$ cat src/dual_input_debounce_qualifier_macros.svh
// Assertion helpers for the debounce qualifier.
// With ASSERT_OFF defined the macros expand to nothing.
`ifndef DUAL_INPUT_DEBOUNCE_QUALIFIER_MACROS_SVH
`define DUAL_INPUT_DEBOUNCE_QUALIFIER_MACROS_SVH

`ifndef ASSERT_OFF

// A property that must hold at every clock edge outside reset.
`define DIQ_ASSERT(label, clk, rst, prop) \
   label: assert property (@(posedge clk) disable iff (rst) (prop)) \
      else $error("debounce qualifier assertion failed");

// A condition that must never be true outside reset.
`define DIQ_ASSERT_NEVER(label, clk, rst, cond) \
   label: assert property (@(posedge clk) disable iff (rst) !(cond)) \
      else $error("debounce qualifier forbidden condition seen");

`else

`define DIQ_ASSERT(label, clk, rst, prop)
`define DIQ_ASSERT_NEVER(label, clk, rst, cond)

`endif

`endif

$ cat src/diq_pkg.sv
package diq_pkg;

   // Width of the elapsed counters unless the top level overrides it.
   localparam int TIMER_BITS_DEFAULT = 16;

   // Configuration port geometry.
   localparam int CSR_DATA_BITS  = 16;
   localparam int CSR_INDEX_BITS = 2;

   // Register indexes on the configuration port.
   typedef enum logic [CSR_INDEX_BITS-1:0] {
      CSR_SWITCH_DEBOUNCE = 2'd0,
      CSR_STATUS_STABLE   = 2'd1
   } csr_index_type;

   // Reset values of the configuration registers.
   localparam logic [CSR_DATA_BITS-1:0] SWITCH_DEBOUNCE_RESET = 16'd50;
   localparam logic [CSR_DATA_BITS-1:0] STATUS_STABLE_RESET   = 16'd500;

   // Control of one deadline timer for one tick.
   typedef struct packed {
      logic advance;
      logic arm;
   } timer_ctl_type;

   // One result beat.
   typedef struct packed {
      logic status_edge_seen;
      logic status_edge_level;
      logic host_went_up;
      logic host_went_down;
      logic switch_turned_on;
      logic switch_turned_off;
   } rsp_type;

endpackage

$ cat src/diq_deadline_timer.sv
// Saturating elapsed counter with a pending flag. On each accepted tick the
// counter advances if it was pending, restarts when armed, and reports the
// deadline as due once the elapsed count reaches the threshold.
module diq_deadline_timer #(
   parameter int TIMER_BITS = diq_pkg::TIMER_BITS_DEFAULT
) (
   input  logic                               clock,
   input  logic                               reset,
   input  diq_pkg::timer_ctl_type             ctl,
   input  logic [diq_pkg::CSR_DATA_BITS-1:0]  threshold,
   output logic                               due
);

   localparam int CMP_BITS = (TIMER_BITS > diq_pkg::CSR_DATA_BITS) ?
                             TIMER_BITS : diq_pkg::CSR_DATA_BITS;
   localparam logic [TIMER_BITS-1:0] TIMER_MAX = {TIMER_BITS{1'b1}};

   logic                  pending_ff, pending_in;
   logic [TIMER_BITS-1:0] elapsed_ff, elapsed_in;
   logic [TIMER_BITS-1:0] advanced;
   logic                  pending_mid;
   logic [TIMER_BITS-1:0] elapsed_mid;

   // Advance a pending count, then apply a restart, then test the deadline.
   always_comb begin
      if (pending_ff && (elapsed_ff != TIMER_MAX)) begin
         advanced = elapsed_ff + 1'b1;
      end else begin
         advanced = elapsed_ff;
      end
      if (ctl.arm) begin
         pending_mid = 1'b1;
         elapsed_mid = '0;
      end else begin
         pending_mid = pending_ff;
         elapsed_mid = advanced;
      end
      due        = pending_mid && (CMP_BITS'(elapsed_mid) >= CMP_BITS'(threshold));
      pending_in = pending_mid && !due;
      elapsed_in = elapsed_mid;
   end

   // The counter moves only on accepted ticks.
   always_ff @(posedge clock) begin
      if (reset) begin
         pending_ff <= 1'b0;
         elapsed_ff <= '0;
      end else if (ctl.advance) begin
         pending_ff <= pending_in;
         elapsed_ff <= elapsed_in;
      end
   end

endmodule

$ cat src/dual_input_debounce_qualifier.sv
// Channel | Direction | Ports                                   | Accepted when
// req     | in        | req_valid, req_stall, two pin levels    | req_valid && !req_stall
// rsp     | out       | rsp_valid, rsp_stall, six event flags   | rsp_valid && !rsp_stall
// csr     | in        | csr_write, csr_index, csr_data          | csr_write
//
// One tick beat is taken every cycle unless req_stall is high; its result is registered.
// The whole update for a tick is one compare and one saturating add per pin.
// A two-entry result buffer lets ticks keep flowing while one result waits;
// req_stall rises only when both entries are full.
// Reset clears all pin states and counters at once; no clearing pass is needed.
module dual_input_debounce_qualifier #(
   parameter int TIMER_BITS = diq_pkg::TIMER_BITS_DEFAULT
) (
   input  logic                                clock,
   input  logic                                reset,
   input  logic                                req_valid,
   output logic                                req_stall,
   input  logic                                req_switch_pressed,
   input  logic                                req_status_up,
   output logic                                rsp_valid,
   input  logic                                rsp_stall,
   output logic                                rsp_status_edge_seen,
   output logic                                rsp_status_edge_level,
   output logic                                rsp_host_went_up,
   output logic                                rsp_host_went_down,
   output logic                                rsp_switch_turned_on,
   output logic                                rsp_switch_turned_off,
   input  logic                                csr_write,
   input  logic [diq_pkg::CSR_INDEX_BITS-1:0]  csr_index,
   input  logic [diq_pkg::CSR_DATA_BITS-1:0]   csr_data
);

`include "dual_input_debounce_qualifier_macros.svh"

   logic [diq_pkg::CSR_DATA_BITS-1:0] switch_ticks_ff;
   logic [diq_pkg::CSR_DATA_BITS-1:0] status_ticks_ff;

   logic prev_switch_ff, switch_stable_ff, switch_stable_in;
   logic status_raw_ff, status_stable_ff, status_stable_in;

   logic accept, take;
   logic status_change, pin_event;
   logic switch_due, status_due;
   diq_pkg::timer_ctl_type switch_ctl, status_ctl;
   diq_pkg::rsp_type       result;

   diq_pkg::rsp_type head_ff, skid_ff;
   logic             head_valid_ff, skid_valid_ff;

   // Configuration registers; unknown indexes are ignored.
   always_ff @(posedge clock) begin
      if (reset) begin
         switch_ticks_ff <= diq_pkg::SWITCH_DEBOUNCE_RESET;
         status_ticks_ff <= diq_pkg::STATUS_STABLE_RESET;
      end else if (csr_write) begin
         case (diq_pkg::csr_index_type'(csr_index))
            diq_pkg::CSR_SWITCH_DEBOUNCE: switch_ticks_ff <= csr_data;
            diq_pkg::CSR_STATUS_STABLE:   status_ticks_ff <= csr_data;
            default: ;
         endcase
      end
   end

   assign req_stall = skid_valid_ff;
   assign accept    = req_valid && !req_stall;
   assign take      = head_valid_ff && !rsp_stall;

   // Pin-change detection and timer control for this tick.
   assign status_change    = (req_status_up != status_raw_ff);
   assign pin_event        = (req_switch_pressed != prev_switch_ff) || status_change;
   assign switch_ctl.advance = accept;
   assign switch_ctl.arm     = pin_event && (req_switch_pressed != switch_stable_ff);
   assign status_ctl.advance = accept;
   assign status_ctl.arm     = status_change;

   diq_deadline_timer #(
      .TIMER_BITS (TIMER_BITS)
   ) u_switch_timer (
      .clock     (clock),
      .reset     (reset),
      .ctl       (switch_ctl),
      .threshold (switch_ticks_ff),
      .due       (switch_due)
   );

   diq_deadline_timer #(
      .TIMER_BITS (TIMER_BITS)
   ) u_status_timer (
      .clock     (clock),
      .reset     (reset),
      .ctl       (status_ctl),
      .threshold (status_ticks_ff),
      .due       (status_due)
   );

   // Resample at the deadline and form the result beat.
   always_comb begin
      result.status_edge_seen  = status_change;
      result.status_edge_level = status_change && req_status_up;
      result.switch_turned_on  = switch_due && (req_switch_pressed != switch_stable_ff)
                                 && req_switch_pressed;
      result.switch_turned_off = switch_due && (req_switch_pressed != switch_stable_ff)
                                 && !req_switch_pressed;
      result.host_went_up      = status_due && (status_stable_ff != req_status_up)
                                 && req_status_up;
      result.host_went_down    = status_due && (status_stable_ff != req_status_up)
                                 && !req_status_up;
      switch_stable_in = switch_due ? req_switch_pressed : switch_stable_ff;
      status_stable_in = status_due ? req_status_up : status_stable_ff;
   end

   // Pin state advances on accepted ticks only.
   always_ff @(posedge clock) begin
      if (reset) begin
         prev_switch_ff   <= 1'b0;
         switch_stable_ff <= 1'b0;
         status_raw_ff    <= 1'b0;
         status_stable_ff <= 1'b0;
      end else if (accept) begin
         prev_switch_ff   <= req_switch_pressed;
         switch_stable_ff <= switch_stable_in;
         status_raw_ff    <= req_status_up;
         status_stable_ff <= status_stable_in;
      end
   end

   // Two-entry result buffer: the head drives the port, the skid catches a
   // beat that arrives while the head is stalled.
   always_ff @(posedge clock) begin
      if (reset) begin
         head_valid_ff <= 1'b0;
         skid_valid_ff <= 1'b0;
      end else if (skid_valid_ff) begin
         if (take) begin
            head_valid_ff <= 1'b1;
            skid_valid_ff <= 1'b0;
         end
      end else if (!head_valid_ff || take) begin
         head_valid_ff <= accept;
      end else if (accept) begin
         skid_valid_ff <= 1'b1;
      end
   end

   always_ff @(posedge clock) begin
      if (skid_valid_ff) begin
         if (take) begin
            head_ff <= skid_ff;
         end
      end else if (!head_valid_ff || take) begin
         if (accept) begin
            head_ff <= result;
         end
      end else if (accept) begin
         skid_ff <= result;
      end
   end

   assign rsp_valid             = head_valid_ff;
   assign rsp_status_edge_seen  = head_ff.status_edge_seen;
   assign rsp_status_edge_level = head_ff.status_edge_level;
   assign rsp_host_went_up      = head_ff.host_went_up;
   assign rsp_host_went_down    = head_ff.host_went_down;
   assign rsp_switch_turned_on  = head_ff.switch_turned_on;
   assign rsp_switch_turned_off = head_ff.switch_turned_off;

   // The skid entry is only ever filled behind a waiting head.
   `DIQ_ASSERT_NEVER(a_skid_without_head, clock, reset, skid_valid_ff && !head_valid_ff)
   // An edge level is reported only together with the edge itself.
   `DIQ_ASSERT_NEVER(a_level_without_edge, clock, reset,
                     rsp_valid && rsp_status_edge_level && !rsp_status_edge_seen)
   // The host cannot commit up and down on one tick.
   `DIQ_ASSERT_NEVER(a_host_up_and_down, clock, reset,
                     rsp_valid && rsp_host_went_up && rsp_host_went_down)
   // A press and a release are never reported on one tick.
   `DIQ_ASSERT_NEVER(a_switch_on_and_off, clock, reset,
                     rsp_valid && rsp_switch_turned_on && rsp_switch_turned_off)
   // An accepted tick always leaves a result waiting in the next cycle.
   `DIQ_ASSERT(a_accept_gives_result, clock, reset, accept |=> head_valid_ff)

endmodule
$ cat config.mk
export PLATFORM = sky130hd
export DESIGN_NAME = dual_input_debounce_qualifier
export DESIGN_NICKNAME = d
export VERILOG_FILES = /design/src/diq_pkg.sv /design/src/diq_deadline_timer.sv /design/src/dual_input_debounce_qualifier.sv
export VERILOG_INCLUDE_DIRS = /design/src /design/src/src
export SDC_FILE = /design/constraint.sdc
export NUM_CORES = 1
export LEC_CHECK = 0
export ABC_AREA = 1
export BUFFER_PORTS_ARGS = -buffer_cell sky130_fd_sc_hd__buf_2
export CAP_MARGIN = 10
export CORE_MARGIN = 2
export CORE_UTILIZATION = 65
export CTS_BUF_LIST = sky130_fd_sc_hd__clkbuf_2
export CTS_CLUSTER_SIZE = 20
export DETAILED_ROUTE_END_ITERATION = 10
export GPL_TIMING_DRIVEN = 0
export PLACE_DENSITY_LB_ADDON = 0.12
export SLEW_MARGIN = 20
export SYNTH_ARGS = -nofsm -noshare
export SYNTH_HDL_FRONTEND = slang
export SYNTH_HIERARCHICAL = 1
export SYNTH_SLANG_ARGS = --single-unit
$ cat constraint.sdc
create_clock -name clock -period 5.2 [get_ports clock]
set_input_delay 0.52 -clock clock [delete_from_list [all_inputs] [get_ports clock]]
set_output_delay 0.52 -clock clock [all_outputs]
set_load 0.01 [all_outputs]
# Yosys cells after proc, flatten, opt, wreduce, memory -nomap -nowiden
# Cells that the tools add are included.
word_totals:
  reg_bits: 84
  inputBits: 25
classes:
  bitwise_logic: 2
  n_eq_ne: 8
  n_reduce_logical: 35
  n_lt_le_gt_ge: 2
  muxes: 17
  n_addsub: 2
op_table:
  columns: ["operator", "n"]
  rows:
  - ["$mux W16", 4]
  - ["$add A16 B1 Y16 const B", 2]
  - ["$ge A16 B16 Y1", 2]
  - ["$ne A16 B16 Y1 const B", 2]
  - ["$mux W6", 4]
  - ["$logic_and A1 B1 Y1", 16]
  - ["$reduce_and A2 Y1", 5]
  - ["$mux W1", 9]
  - ["$logic_not A1 Y1", 7]
  - ["$reduce_and A3 Y1", 2]
  - ["$ne A1 B1 Y1", 4]
  - ["$reduce_bool A2 Y1", 2]
  - ["$eq A2 B1 Y1 const B", 1]
  - ["$logic_not A2 Y1", 1]
  - ["$logic_or A1 B1 Y1", 2]
  - ["$ne A2 B2 Y1 const B", 1]
  - ["$not A1 Y1", 2]

# Longest topological paths before layout
logic_depth:
  ltp_word: 11
  mapped_depth: 24
  ltp_nobuf: 23

# Hierarchy
# Netlist, hierarchy kept.
by_module_without_submodules:
  columns: ["module", "area_each_um2", "n_inst", "cells_each"]
  rows:
  - ["diq_deadline_timer", 1735.4, 2, 271]
  - ["dual_input_debounce_qualifier", 2117.0, 1, 264]

# Least setup slack after synthesis
# No wires, ideal clock.
synth_timing:
  path_kind: "input-to-reg"
  startpoint: "input port req_status_up"
  endpoint: "register head_ff, in the netlist rsp_switch_turned_off (data pin)"
  cell_stages: 18
  path_slack_ps: 2256
  path_buffers: 1
  t_arrival_ps: 2814
  required_ps: 5070
  cell_sequence: "ha_1 -> inv_1 -> o211ai_1 -> nand2_1 -> clkinv_1 -> buf_2 -> nand2_1 -> inv_1 -> ha_1 -> nand2_1 -> o21a_1 -> nand2_1 -> nand2_1 -> a22oi_1 -> inv_1 -> nor3_1 -> nand2_1 -> nand2_1"
synth_rtl:
  columns: ["element", "line_no", "text"]
  rows:
  - ["start: declaration", "dual_input_debounce_qualifier.sv:19", "input logic req_status_up,"]
  - ["end signal: assignment", "dual_input_debounce_qualifier.sv:148", "head_ff <= skid_ff;"]
  - ["end signal: assignment", "dual_input_debounce_qualifier.sv:152", "head_ff <= result;"]
  - ["end: declaration", "dual_input_debounce_qualifier.sv:47", "diq_pkg::rsp_type head_ff, skid_ff;"]

==> metrics.csv <==
metric;value;unit
antenna diode count;0;
Cells after DPL;941;
GRT Util Overall;29.6;%
CP Capture Type;flip-flop;
Critical R2R Launch;status_raw_ff$_SDFFE_PP0P_;
Clock transition at path regs;240;ps
fin crit share;68.4;%
Synth area leaders;dfxtp_1 (26%), nand2_1 (13%), inv_1 (8.5%), ha_1 (7.8%), edfxtp_1 (6.4%);
placed inst area;5870;sq um
fin nets;907;
Detailed Routing Iterations Pass 1;8;
Hold-fix buffers, CTS;0;
I/O Buffers;30;
Avg Cell Area, Syn;6.93;sq um
RePlAce Congestion;0.918;
final setup fails;0;
DRT Wirelength;13400;um
Rows;33;
Mapped Cells;806;
Achievable Freq;0.281;GHz
commonest non-fill, non-tap cell in the layout;nand2_1;
DRC Markers;0;
critical path fanouts, max;10;
PD cells;247;nW/um^2
Synth Cell Area;5590;sq um
leading register cell type out of synthesis;dfxtp_1;
fraction of layout cells with a size suffix above 1;16.2;%
pin count of the biggest net entering global routing;17;
core area;8260;sq um
Layout area overhead;7.55;%
total I/O pin count;33;
clk sink count;84;
most frequent cells in the layout;nand2_1 (189), inv_1 (126), nor2_1 (79);
Rel. slew slack;57.3;%
vias in the first global route;5294;
clk_lat worst skew;540;ps
ANT nets after route;0;
Synth top area share;25.8;%
CP Launch Type;flip-flop;
synthesized flop and latch total;84;
Fin. Hold Viols;0;
Worst Tran Pin Value;641;ps
CTS Root Cell;clkbuf_2;
post-CTS setup buffers;0;
Worst EP arrival;3960;ps
Power Total;1.48;mW
register area share after synthesis;32.2;%
# resized after CTS;0;
minimum clock period;3560;ps
ys async rst share;0;%
Setup TNS;0;ps
VDD IR max;0.169;mV
fin cells;957;
Syn Nets;866;
die width;96.7;um
skew final;25.7;ps
Crit Path Class;reg -> reg;
Max-cap violations;0;
drt wl/cell;14.0;um
Pleak;2.99;nW
Worst R2R End;rsp_switch_turned_on$_DFFE_PP_;
Slew Viols, Final;0;
Synth warnings;6;
Worst Hold End;status_ticks_ff[3]$_SDFFE_PP0P_;
Worst Reg-to-Reg Cells;18;
DPL Wire Length;10200;um
cts bufs inserted;9;
Post-synth EDFFs;12;
Initial Util;67.7;%
DR vias/cell;5.60;
R2R Setup Slk;1640;ps
CP required;5610;ps
Hold Crit Class;in -> reg;
Yosys top cell by area;dfxtp_1;
Min-Delay Path Depth;3;
Max Buffers Root-to-Sink;2;
CTS tree;built;
initial antenna violation count;0;
die area;9350;sq um
Worst Hold Launch;csr_data[3];
RSZ-0062 raised after global routing;false;
H-tree Lvls;3;
1st-iter DRT viols;301;
Overflow after GRT;0;
global-route wire length before repair;23500;um
Die Height;96.7;um
synth unique cells;34;
routed vias;5361;
fin area;6010;sq um
run status;complete, no violations;
==> Yosys cell counts (2+ instances only) <==
cell / number
a21o_1: 2
o21ai_0: 45
edfxtp_1: 12
o21a_1: 2
buf_6: 6
nand3b_1: 13
nand3_1: 49
nand2_4: 2
buf_2: 11
dfxtp_1: 72
nand4_1: 20
xor2_1: 6
xnor2_1: 2
nand2_1: 189
a21oi_1: 44
buf_4: 5
ha_1: 35
a21oi_2: 20
inv_2: 4
o21ai_2: 10
nor2_1: 79
nor2_4: 7
nor2_2: 4
nand2_2: 6
or2_2: 2
inv_1: 126
clkinv_1: 2
nand3_2: 14
nor3_1: 4
clkbuf_1: 7
buf_1: 2
a22oi_1: 2
==> area by class of cell <==
| cell class | count | area (sq um) |
|---|---|---|
| clock buffers | 11 | 55.1 |
| well taps | 105 | 131 |
| fillers | 711 | 2250 |
| repair buffers | 30 | 150 |
| plain buffers | 31 | 194 |
| multi-input cells | 559 | 3100 |
| inverters | 132 | 495 |
| clock inverters | 5 | 85.1 |
| flip-flops and latches | 84 | 1800 |
==> cell families after synthesis <==
group / after synthesis / share of synthesized area (%)
xor+xnor: 8 / 1.25
compound gates: 126 / 13.6
buf+inv: 163 / 12.3
fa+ha+maj: 35 / 7.84
flops: 84 / 32.2
simple gates: 390 / 32.7
==> registers in the layout, summed over array words and instances, names as in the netlist <==
signal	cells
status_stable_ff	1
req_stall	1
u_status_timer/pending_ff	1
rsp_host_went_down	1
rsp_switch_turned_off	1
switch_stable_ff	1
rsp_status_edge_level	1
rsp_switch_turned_on	1
u_switch_timer/elapsed_ff	16
skid_ff	6
status_ticks_ff	16
prev_switch_ff	1
switch_ticks_ff	16
u_status_timer/elapsed_ff	16
rsp_host_went_up	1
status_raw_ff	1
rsp_valid	1
u_switch_timer/pending_ff	1
rsp_status_edge_seen	1
==> how the worst max path moves through the flow <==
stage | slack (ps) | cells after the start | to | from
CTS | 1740 | 18 | rsp_switch_turned_on$_DFFE_PP_ | status_raw_ff$_SDFFE_PP0P_
floorplan | 2260 | 18 | rsp_switch_turned_off$_DFFE_PP_ | req_status_up
global placement | 1570 | 19 | rsp_switch_turned_off$_DFFE_PP_ | req_status_up
detailed placement | 1520 | 18 | rsp_switch_turned_off$_DFFE_PP_ | req_status_up
finish | 1640 | 18 | rsp_switch_turned_on$_DFFE_PP_ | status_raw_ff$_SDFFE_PP0P_
global route | 1360 | 22 | rsp_switch_turned_on$_DFFE_PP_ | status_raw_ff$_SDFFE_PP0P_
==> power breakdown <==
group	switching, mW	internal (mW)
Combinational	0.213	0.118
Sequential	0.0363	0.703
Clock	0.246	0.166
Total	0.495	0.987
==> layer usage <==
metal	up-vias	GRT usage [%]	share of wire, %
li1	2662	-	-
met1	2454	38.5	44
met2	210	50.4	48
met3	35	3.97	6.0
met4	0	10.6	1.9
met5	-	0	0
==> critical path, cell delays in order, from the launching register on <==
cell,delay (ps)
dfxtp_1,390
inv_1,50
ha_1,300
inv_1,200
o211ai_1,120
nand2_1,110
clkinv_1,300
buf_2,320
nand3_2,110
inv_1,50
ha_1,310
nand4_1,130
a21oi_1,170
nor2_1,90
a22oi_1,270
inv_1,100
nor3_1,240
nand2_1,90
nand2_1,80
==> through the flow <==
stage	utilization (%)	setup WS (ps)	hold slack [ps]
floorplan	-	2260	429
CTS	72.8	1740	193
global placement	71.1	1570	449
detailed placement	71.1	1520	448
finish	72.8	1640	211
global route	72.8	1360	205
Power figures use the tool's default switching activity.
